## src/design/pwmcp_pkg.sv

```systemverilog
// Shared types, constants and character codes for the PWM level command parser.
package pwmcp_pkg;

    localparam int CHANNELS = 6;
    localparam int CH_W     = (CHANNELS > 1) ? $clog2(CHANNELS) : 1;

    localparam logic [7:0] CHR_HELP  = 8'h3f;
    localparam logic [7:0] CHR_QUERY = 8'h71;
    localparam logic [7:0] CHR_VALUE = 8'h76;
    localparam logic [7:0] CHR_CHAN  = 8'h6b;
    localparam logic [7:0] CHR_DOWN  = 8'h3c;
    localparam logic [7:0] CHR_UP    = 8'h3e;
    localparam logic [7:0] CHR_MINUS = 8'h2d;
    localparam logic [7:0] CHR_PLUS  = 8'h2b;
    localparam logic [7:0] CHR_0     = 8'h30;
    localparam logic [7:0] CHR_9     = 8'h39;
    localparam logic [7:0] CHR_LA    = 8'h61;
    localparam logic [7:0] CHR_LF    = 8'h66;
    localparam logic [7:0] CHR_UA    = 8'h41;
    localparam logic [7:0] CHR_UF    = 8'h46;

    localparam logic [7:0] LEVEL_MAX = 8'hff;

    typedef enum logic [1:0] {
        MODE_IDLE,
        MODE_CH,
        MODE_V1,
        MODE_V2
    } mode_t;

    typedef enum logic [3:0] {
        ST_VAL_SET,
        ST_CH_SET,
        ST_QUERY,
        ST_HELP,
        ST_CH_LOW,
        ST_CH_HIGH,
        ST_VAL_LOW,
        ST_VAL_HIGH,
        ST_BAD_CMD,
        ST_BAD_HEX,
        ST_CH_RANGE
    } status_t;

    typedef struct packed {
        mode_t          mode;
        logic [CH_W-1:0] sel;
        logic [7:0]     partial;
        logic           has_result;
        status_t        status;
        logic           wr_en;
        logic [7:0]     wr_data;
        logic [7:0]     level;
    } dec_t;

endpackage

```

## src/design/pwm_level_command_parser.sv

```systemverilog
// PWM level command parser top level: input register, parse state, level store, result register.
// Takes one received character per cycle with no gaps while cmd_stall is low: the character is held in an
// input register, decoded against the parse state and the six-entry level store in one pass, and
// its result (if any) is registered in the result register when the character advances.
// The parse state and level store update on that same advance, so each character sees
// the effect of the one before it. A pending result whose transfer out is stalled holds the
// pipeline, also for characters that give no result ('k', 'v', first value digit).
module pwm_level_command_parser
(
    input  logic       clk,
    input  logic       rst_n,
    input  logic       cmd_valid,
    output logic       cmd_stall,
    input  logic [7:0] rx_char,
    output logic       rsp_valid,
    input  logic       rsp_stall,
    output logic [3:0] status,
    output logic [2:0] channel,
    output logic [7:0] level,
    output logic       level_write
);
    import pwmcp_pkg::*;

    logic            in_valid_reg;
    logic [7:0]      rx_char_reg;
    mode_t           mode_reg;
    logic [CH_W-1:0] sel_reg;
    logic [7:0]      partial_reg;
    logic [7:0]      levels_reg [CHANNELS];
    logic            rsp_valid_reg;
    status_t         status_reg;
    logic [2:0]      channel_reg;
    logic [7:0]      level_reg;
    logic            level_write_reg;

    logic [CH_W-1:0] rd_sel;
    logic [7:0]      rd_level;
    logic [7:0]      sel_wide;
    dec_t            dec;
    logic            advance;

    assign rd_level  = levels_reg[rd_sel];
    assign advance   = in_valid_reg && (!rsp_valid_reg || !rsp_stall);
    assign cmd_stall = in_valid_reg && !advance;
    assign sel_wide  = 8'(dec.sel);

    pwmcp_decode u_decode
    (
        .rx_char  (rx_char_reg),
        .mode     (mode_reg),
        .sel      (sel_reg),
        .partial  (partial_reg),
        .rd_sel   (rd_sel),
        .rd_level (rd_level),
        .dec      (dec)
    );

    always_ff @(posedge clk or negedge rst_n)
    begin
        if (!rst_n)
        begin
            in_valid_reg <= 1'b0;
        end
        else if (!cmd_stall)
        begin
            in_valid_reg <= cmd_valid;
        end
    end

    always_ff @(posedge clk)
    begin
        if (!cmd_stall && cmd_valid)
        begin
            rx_char_reg <= rx_char;
        end
    end

    always_ff @(posedge clk or negedge rst_n)
    begin
        if (!rst_n)
        begin
            mode_reg    <= MODE_IDLE;
            sel_reg     <= '0;
            partial_reg <= 8'h00;
            for (int i = 0; i < CHANNELS; i++)
            begin
                levels_reg[i] <= 8'h00;
            end
        end
        else if (advance)
        begin
            mode_reg    <= dec.mode;
            sel_reg     <= dec.sel;
            partial_reg <= dec.partial;
            if (dec.wr_en)
            begin
                levels_reg[dec.sel] <= dec.wr_data;
            end
        end
    end

    always_ff @(posedge clk or negedge rst_n)
    begin
        if (!rst_n)
        begin
            rsp_valid_reg <= 1'b0;
        end
        else if (advance)
        begin
            rsp_valid_reg <= dec.has_result;
        end
        else if (!rsp_stall)
        begin
            rsp_valid_reg <= 1'b0;
        end
    end

    always_ff @(posedge clk)
    begin
        if (advance && dec.has_result)
        begin
            status_reg      <= dec.status;
            channel_reg     <= sel_wide[2:0];
            level_reg       <= dec.level;
            level_write_reg <= dec.wr_en;
        end
    end

    assign rsp_valid   = rsp_valid_reg;
    assign status      = status_reg;
    assign channel     = channel_reg;
    assign level       = level_reg;
    assign level_write = level_write_reg;

    // hold: a write result always reports a set value
    a_write_status: assert property (@(posedge clk) disable iff (!rst_n)
        rsp_valid_reg && level_write_reg |-> status_reg == ST_VAL_SET)
        else $error("write strobe with non-set status");

    // hold: selected channel stays inside the store
    a_sel_range: assert property (@(posedge clk) disable iff (!rst_n)
        32'(sel_reg) < CHANNELS)
        else $error("selected channel out of range");

    // hold: a stall on the input only while an item waits in the input register and the pending result is stalled
    a_stall_cause: assert property (@(posedge clk) disable iff (!rst_n)
        cmd_stall |-> in_valid_reg && rsp_valid_reg && rsp_stall)
        else $error("input stalled without a blocked result");

    // advance: a write lands in the store at the reported channel
    a_write_lands: assert property (@(posedge clk) disable iff (!rst_n)
        advance && dec.wr_en |=> levels_reg[sel_reg] == $past(dec.wr_data))
        else $error("level write lost");

endmodule

```

## src/design/pwmcp_decode.sv

```systemverilog
// Single-pass command decode: next parse state, level update and result fields.
module pwmcp_decode
(
    input  logic [7:0]                  rx_char,
    input  pwmcp_pkg::mode_t            mode,
    input  logic [pwmcp_pkg::CH_W-1:0]  sel,
    input  logic [7:0]                  partial,
    output logic [pwmcp_pkg::CH_W-1:0]  rd_sel,
    input  logic [7:0]                  rd_level,
    output pwmcp_pkg::dec_t             dec
);
    import pwmcp_pkg::*;

    logic       hex_ok;
    logic [3:0] nib;
    logic [7:0] nib_off;

    always_comb
    begin
        hex_ok  = 1'b1;
        nib_off = 8'h00;
        if (rx_char >= CHR_0 && rx_char <= CHR_9)
        begin
            nib_off = rx_char - CHR_0;
        end
        else if (rx_char >= CHR_LA && rx_char <= CHR_LF)
        begin
            nib_off = rx_char - CHR_LA + 8'd10;
        end
        else if (rx_char >= CHR_UA && rx_char <= CHR_UF)
        begin
            nib_off = rx_char - CHR_UA + 8'd10;
        end
        else
        begin
            hex_ok = 1'b0;
        end
        nib = nib_off[3:0];
    end

    // next channel; the level store is read there
    always_comb
    begin
        rd_sel = sel;
        if (mode == MODE_CH)
        begin
            if (hex_ok && 32'(nib) < CHANNELS)
            begin
                rd_sel = CH_W'(nib);
            end
        end
        else if (mode == MODE_IDLE)
        begin
            if (rx_char == CHR_DOWN && sel != '0)
            begin
                rd_sel = sel - CH_W'(1);
            end
            else if (rx_char == CHR_UP && sel != CH_W'(CHANNELS - 1))
            begin
                rd_sel = sel + CH_W'(1);
            end
        end
    end

    always_comb
    begin
        dec.mode       = mode;
        dec.sel        = rd_sel;
        dec.partial    = partial;
        dec.has_result = 1'b1;
        dec.status     = ST_VAL_SET;
        dec.wr_en      = 1'b0;
        dec.wr_data    = rd_level;
        unique case (mode)
            MODE_CH:
            begin
                dec.mode = MODE_IDLE;
                if (!hex_ok)
                begin
                    dec.status = ST_BAD_HEX;
                end
                else if (32'(nib) < CHANNELS)
                begin
                    dec.status = ST_CH_SET;
                end
                else
                begin
                    dec.status = ST_CH_RANGE;
                end
            end
            MODE_V1:
            begin
                if (!hex_ok)
                begin
                    dec.mode   = MODE_IDLE;
                    dec.status = ST_BAD_HEX;
                end
                else
                begin
                    dec.mode       = MODE_V2;
                    dec.partial    = {nib, 4'h0};
                    dec.has_result = 1'b0;
                end
            end
            MODE_V2:
            begin
                dec.mode = MODE_IDLE;
                if (!hex_ok)
                begin
                    dec.status = ST_BAD_HEX;
                end
                else
                begin
                    dec.partial = partial | {4'h0, nib};
                    dec.wr_en   = 1'b1;
                    dec.wr_data = partial | {4'h0, nib};
                end
            end
            MODE_IDLE:
            begin
                priority if (rx_char == CHR_HELP)
                begin
                    dec.status = ST_HELP;
                end
                else if (rx_char == CHR_QUERY)
                begin
                    dec.status = ST_QUERY;
                end
                else if (rx_char == CHR_VALUE)
                begin
                    dec.partial    = 8'h00;
                    dec.mode       = MODE_V1;
                    dec.has_result = 1'b0;
                end
                else if (rx_char == CHR_CHAN)
                begin
                    dec.partial    = 8'h00;
                    dec.mode       = MODE_CH;
                    dec.has_result = 1'b0;
                end
                else if (rx_char == CHR_DOWN)
                begin
                    if (sel == '0)
                    begin
                        dec.status = ST_CH_LOW;
                    end
                    else
                    begin
                        dec.wr_en = 1'b1;
                    end
                end
                else if (rx_char == CHR_UP)
                begin
                    if (sel == CH_W'(CHANNELS - 1))
                    begin
                        dec.status = ST_CH_HIGH;
                    end
                    else
                    begin
                        dec.wr_en = 1'b1;
                    end
                end
                else if (rx_char == CHR_MINUS)
                begin
                    if (rd_level == 8'h00)
                    begin
                        dec.status = ST_VAL_LOW;
                    end
                    else
                    begin
                        dec.wr_en   = 1'b1;
                        dec.wr_data = rd_level - 8'd1;
                    end
                end
                else if (rx_char == CHR_PLUS)
                begin
                    if (rd_level == LEVEL_MAX)
                    begin
                        dec.status = ST_VAL_HIGH;
                    end
                    else
                    begin
                        dec.wr_en   = 1'b1;
                        dec.wr_data = rd_level + 8'd1;
                    end
                end
                else if (hex_ok)
                begin
                    dec.wr_en   = 1'b1;
                    dec.wr_data = {nib, nib};
                end
                else
                begin
                    dec.status = ST_BAD_CMD;
                end
            end
            default:
            begin
                dec.mode = MODE_IDLE;
            end
        endcase
        dec.level = dec.wr_en ? dec.wr_data : rd_level;
    end

endmodule
```

## config.mk

```make
export PLATFORM = sky130hd
export DESIGN_NAME = pwm_level_command_parser
export DESIGN_NICKNAME = d
export VERILOG_FILES = /design/src/design/pwmcp_pkg.sv /design/src/design/pwm_level_command_parser.sv /design/src/design/pwmcp_decode.sv
export SDC_FILE = /design/constraint.sdc
export NUM_CORES = 1
export LEC_CHECK = 0
export ABC_CLOCK_PERIOD_IN_PS = 9400
export BUFFER_PORTS_ARGS = -buffer_cell sky130_fd_sc_hd__buf_4
export CAP_MARGIN = 20
export CORE_ASPECT_RATIO = 0.8
export CORE_MARGIN = 8
export CORE_UTILIZATION = 55
export DETAILED_ROUTE_END_ITERATION = 7
export PLACE_DENSITY = 0.72
export SLEW_MARGIN = 20
export SYNTH_ARGS = -nofsm -noshare
export SYNTH_HDL_FRONTEND = slang
export SYNTH_HIERARCHICAL = 1
export SYNTH_SLANG_ARGS = --single-unit
```

## constraint.sdc

```tcl
create_clock -name clk -period 9.4 [get_ports clk]
set_input_delay 2.35 -clock clk [delete_from_list [all_inputs] [get_ports clk]]
set_output_delay 2.35 -clock clk [all_outputs]
set_load 0.01 [all_outputs]
```

# Word-level counts from Yosys, hierarchy flattened
# Index checks and enable logic that the tools add are counted.
[totals]
ff_bits = 87
inputBits = 12
output_inout_bits = 18
elab_cells = 144
[classes]
n_addsub = 9
magnitude_cmp = 9
eq_ne = 20
n_mux = 62
bitwise = 2
n_reduce_logical = 26
[op_table]
columns = ["cell", "n"]
rows = [
  ["2-to-1 mux 9 bit", 11],
  ["2-to-1 mux 8 bit", 7],
  ["2-to-1 mux 13 bit", 4],
  ["bitwise mux 48 bit", 1],
  ["== test 8 x 6 -> 1 bit (second input constant)", 5],
  ["2-to-1 mux 4 bit", 9],
  ["2-to-1 mux 3 bit", 9],
  ["binary-select mux 8 bit (select 3 bit)", 1],
  ["demux 8 bit (select 3 bit)", 1],
  ["== test 8 x 7 -> 1 bit (second input constant)", 3],
  ["case mux 8 bit (3 select lines)", 1],
  ["case mux 9 bit (2 select lines)", 1],
  ["greater-or-equal comparator 8 x 7 -> 1 bit (second input constant)", 2],
  ["less-or-equal comparator 8 x 7 -> 1 bit (second input constant)", 2],
  ["case mux 4 bit (3 select lines)", 1],
  ["subtractor 4 x 1 -> 4 bit (second input constant)", 3],
  ["logical AND 1 bit", 11],
  ["2-to-1 mux 2 bit", 5],
  ["2-to-1 mux 5 bit", 2],
  ["adder 4 bit (second input constant)", 2],
  ["adder 8 x 1 -> 8 bit (second input constant)", 1],
  ["== test 8 bit (second input constant)", 1],
  ["greater-or-equal comparator 8 x 6 -> 1 bit (second input constant)", 1],
  ["less-or-equal comparator 8 x 6 -> 1 bit (second input constant)", 1],
  ["27 further kinds", 43],
]

# Logic depth before layout (Yosys ltp)
[logic_depth]
word_depth = 25
ltp_mapped = 29
mapped_depth_nobuf = 22

# Modules after synthesis
# Netlist, hierarchy kept.
[by_module_without_submodules]
columns = ["module", "instances", "cells_each", "area_per_inst_um2", "seq_area_each_um2"]
rows = [
  ["pwm_level_command_parser", 1, 218, 3563.4, 2297.2],
  ["pwmcp_decode", 1, 321, 2037.0, 0.0],
]

# Worst setup path after synthesis
# No wires, ideal clock.
[synth_timing]
kind = "register to register"
start = "register rx_char_reg[7]"
end = "register levels_reg[40] (netlist bit)"
setup_ns = 0.125
t_arrival_ns = 6.039
required_time_ns = 9.275
path_slack_ns = 3.236
path_stages_with_launch = 26
n_path_buf = 6
path_cell_list = "edfxtp_1 -> nand4bb_1 -> nor2_1 -> clkbuf_1 -> nand3_1 -> a21o_1 -> nor2_1 -> a21oi_1 -> o21ai_0 -> buf_4 -> buf_2 -> buf_2 -> mux2i_1 -> o21ai_0 -> clkbuf_1 -> inv_1 -> ha_1 -> nor3b_1 -> and3_1 -> buf_2 -> a22oi_1 -> a32oi_4 -> nor2_8 -> nand2b_1 -> nor4b_4 -> mux2_2"
[synth_rtl]
columns = ["element", "line_no", "rtl"]
rows = [
  ["from (decl)", "pwm_level_command_parser.sv:25", "logic [7:0] rx_char_reg;"],
  ["from (signal assigned)", "pwm_level_command_parser.sv:74", "rx_char_reg <= rx_char;"],
  ["to (signal, indexed assignment)", "pwm_level_command_parser.sv:97", "levels_reg[dec.sel] <= dec.wr_data;"],
  ["to (decl)", "pwm_level_command_parser.sv:29", "logic [7:0] levels_reg [CHANNELS];"],
]

==> impl_metrics.toml <==
[power]
p_leak_nw = 2.61
sw_frac = 0.413
clockPowerShare = 0.196
power.total_w = 0.00172
seq_pwr_share = 0.315
p_per_area_nw_per_um2 = 278
combinationalPowerShare = 0.488
switchingPower_w = 0.000712
p_int_w = 0.00101
peakVddDrop_uv = 145

[layout]
sequential_cell_area_um2 = 2300
largest_reg_flops = 48
area_overhead_vs_synth_pct = 10.8
final-instance-count-excl-fill = 699
fill_cells = 882
multi_input_area_um2 = 3070
final_util = 0.616
layout-drive-gt1-share = 0.249
finish.net_count = 580
num_antenna_cells = 0

[cts]
cts_root_buffer = "clkbuf_16"
clock_insertion_delay_worst_skew_ns = 0.34
cts_made_buffers = 9
ctsResizeCount = 0
clock_transition_at_the_register_clock_pins_on_the_worst_setup_and_hold_paths_after_cts_ns = 0.06
cts-hold-fix-buffers = 0
clk_path_buf_depth = 2
tritoncts = "built"
cts-htree-levels = 3
cts_setup_buffers = 0
cts_num_sinks = 87

[floorplan]
core-area_um2 = 10100
die_width_um = 129
initial_core_util = 0.556
dieHeight_um = 106
dieArea_um2 = 13700
row_count = 33
design.portCount = 30

[critical_path]
cpLargestDelayFamily = "compound AO/OA/AOI/OAI gates"
path_common_cell = "o21ai_0"
critical_path.endpoint_type = "register"
worstPathArrival_ns = 7.69
critical_setup_path_class = "register to register"
worst-path-stages = 21
start_kind = "register"
timing.critical_path.required_ns = 9.62
critical_path.startpoint = "rx_char_reg[1]"
slowest_delay_ns = 0.92
buffer_and_inverter_count_on_the_worst_path = 3
worst-path-max-fanout = 24
slowest_stage = "o21ai_0"
reg2regPathDepth = 21
crit_path_cell_trace = "inv_1 -> ha_1 -> o21bai_1 -> a21oi_1 -> a22oi_1 -> o21ai_0 -> o21ai_0 -> o21ai_2 -> buf_4 -> nand2b_1 -> o21ai_0 -> inv_1 -> ha_1 -> nor3b_1 -> and3_1 -> a22oi_1 -> a32oi_4 -> nor2_8 -> nand2b_1 -> nor4b_4 -> mux2_2"
rr_startpoint = "rx_char_reg[1]"

[detailed_routing]
drt-wirelength-per-cell_um = 23.1
number_of_drc_markers_after_the_initial_detailed_route_iteration = 699
remaining_drc_errors = 0
route.final.wire_length_um = 16100
detail_routed_via_count_per_cell = 6.57
route.antenna.remaining_nets = 0
route.vias.total = 4589
first_pass_iters = 5

[sta]
setup_viol = 0
report.final.hold_viol_count = 0
rsz0062_at_grt = "false"
finalWorstPathRequiredPeriod_ns = 7.47
layout_worst_path_cycle_share = 0.795
relSlewSlack = 0.265
fmax_mhz = 134
hold_ws_ns = 0.505
worst-slew-pin-transition_ns = 1.09
sum_of_negative_setup_slack_ns = 0
final-max-slew-violation-count = 0
fin_skew_ns = 0.00594

[global_routing]
grt_usage = 0.244
grt_antenna_before_repair = 0
first_global_vias = 4461
grt_start_max_net_pins = 64
first_pass_grt_wire_length_um = 25700
grt_remaining_overflow = 0

[yosys]
ys_dominant_reg_cell = "dfrtp_1"
postSynth.asyncResetShare = 0.724
yosysSeqAreaShare = 0.410
synth_cell_type_count = 72
most_area_hungry_cell_type_in_the_yosys_netlist = "dfrtp_1"
post_synth.cell_area_avg_um2 = 10.4
yosys.cell_count.top_type = "dfrtp_1"
leading_post_synthesis_cells_by_cell_area = "dfrtp_1 (28%), edfxtp_1 (13%), mux2_2 (12%)"
post-synth-top-area-fraction = 0.282
syn-num-nets = 565
synth_edf_count = 24
netlist_instances = 539
synth.yosys.warnings = 6
syn-cell-area_um2 = 5600
synthTopCellsByCount = "dfrtp_1 (63), mux2_2 (61), o21ai_0 (35), nand2_1 (30), mux2i_1 (25)"
synth.ff_latch_count = 87

[min_path]
timing.hold.worst.class = "register to register"
worstHoldPathCells = 1
timing.hold.worst.start = "levels_reg[35]"

[placement]
numPortBuffers = 29
gp_congestion = 0.967
dp_cells = 683
dp_hpwl_um = 11900

[status]
status = "complete, no violations"

[flow_run]
max_cap_violations = 0
-- cell usage in the layout, fill, tap and decap left out, types with 4 or more instances in the layout --
| cell | count |
|---|---|
| a2bb2oi_1 | 4 |
| a32o_1 | 4 |
| nor3_1 | 13 |
| a22oi_1 | 5 |
| edfxtp_1 | 24 |
| o31ai_1 | 4 |
| inv_1 | 18 |
| mux2i_1 | 25 |
| nand3_1 | 22 |
| a22o_1 | 5 |
| dfrtp_1 | 63 |
| a21oi_1 | 24 |
| o211ai_1 | 6 |
| nand2_1 | 30 |
| clkbuf_16 | 9 |
| nor2_1 | 24 |
| o21ai_0 | 33 |
| mux2_2 | 61 |
| a21o_1 | 5 |
| and2_1 | 5 |
| ha_1 | 14 |
| xnor2_1 | 5 |
| o32a_1 | 8 |
| a211oi_1 | 5 |
| nand2b_1 | 11 |
| and3_1 | 10 |
| buf_4 | 41 |
-- area by class of cell --
class / count / area share
Clock buffer: 11 / 0.0391
Clock inverter: 5 / 0.00685
Inverter: 18 / 0.0109
Multi-Input combinational cell: 397 / 0.495
Sequential cell: 87 / 0.370
Tap cell: 140 / 0.0282
Timing Repair Buffer: 41 / 0.0496
-- per-stage QoR --
stage                     setup slack (ns)  instance area (um^2)
final                                 1.93                  6210
after global routing                  1.46                  6210
after CTS                             2.14                  6210
after detailed placement              2.23                  5920
after global placement                2.35                  5920
after floorplan                       3.24                  5600
-- worst paths after layout --
path                                       end  slack [ns]
worst max-delay path            levels_reg[43]        1.93
worst min-delay path            levels_reg[35]        0.51
worst max register to register  levels_reg[43]        1.93
worst min register to register  levels_reg[35]        0.51
max in group asynchronous        levels_reg[1]        6.79
min in group asynchronous        levels_reg[7]        2.09
-- power by group through the flow --
stage / registers, W / logic (W) / clock network (W)
6_report: 0.000544 / 0.000841 / 0.000338
5_1_grt: 0.000554 / 0.000898 / 0.000361
4_1_cts: 0.000543 / 0.000823 / 0.000346
3_5_place_dp: 0.000549 / 0.000817 / 0
3_3_place_gp: 0.000548 / 0.000817 / 0
2_1_floorplan: 0.000551 / 0.000529 / 0
-- cell families (layout without fill, tap and decap cells) --
logic type | count (synthesis) | count (layout) | synth area share
multiplexers | 86 | 86 | 0.167
adder cells (fa/ha/maj) | 14 | 14 | 0.0313
AND/OR/NAND/NOR | 147 | 147 | 0.153
flip-flops | 87 | 87 | 0.410
XOR/XNOR | 5 | 5 | 0.00782
AO/OA/AOI/OAI | 145 | 145 | 0.188
buffers and inverters | 55 | 75 | 0.0422
-- metal layers --
metal  wire (um)  vias to the layer above  global-route usage
li1            -                     2064                   -
met1        7620                     2271               0.352
met2        6630                      229               0.334
met3        1620                       25              0.0810
met4         256                        0              0.0770
met5           0                        -                   0
Power figures use the tool's default switching activity.
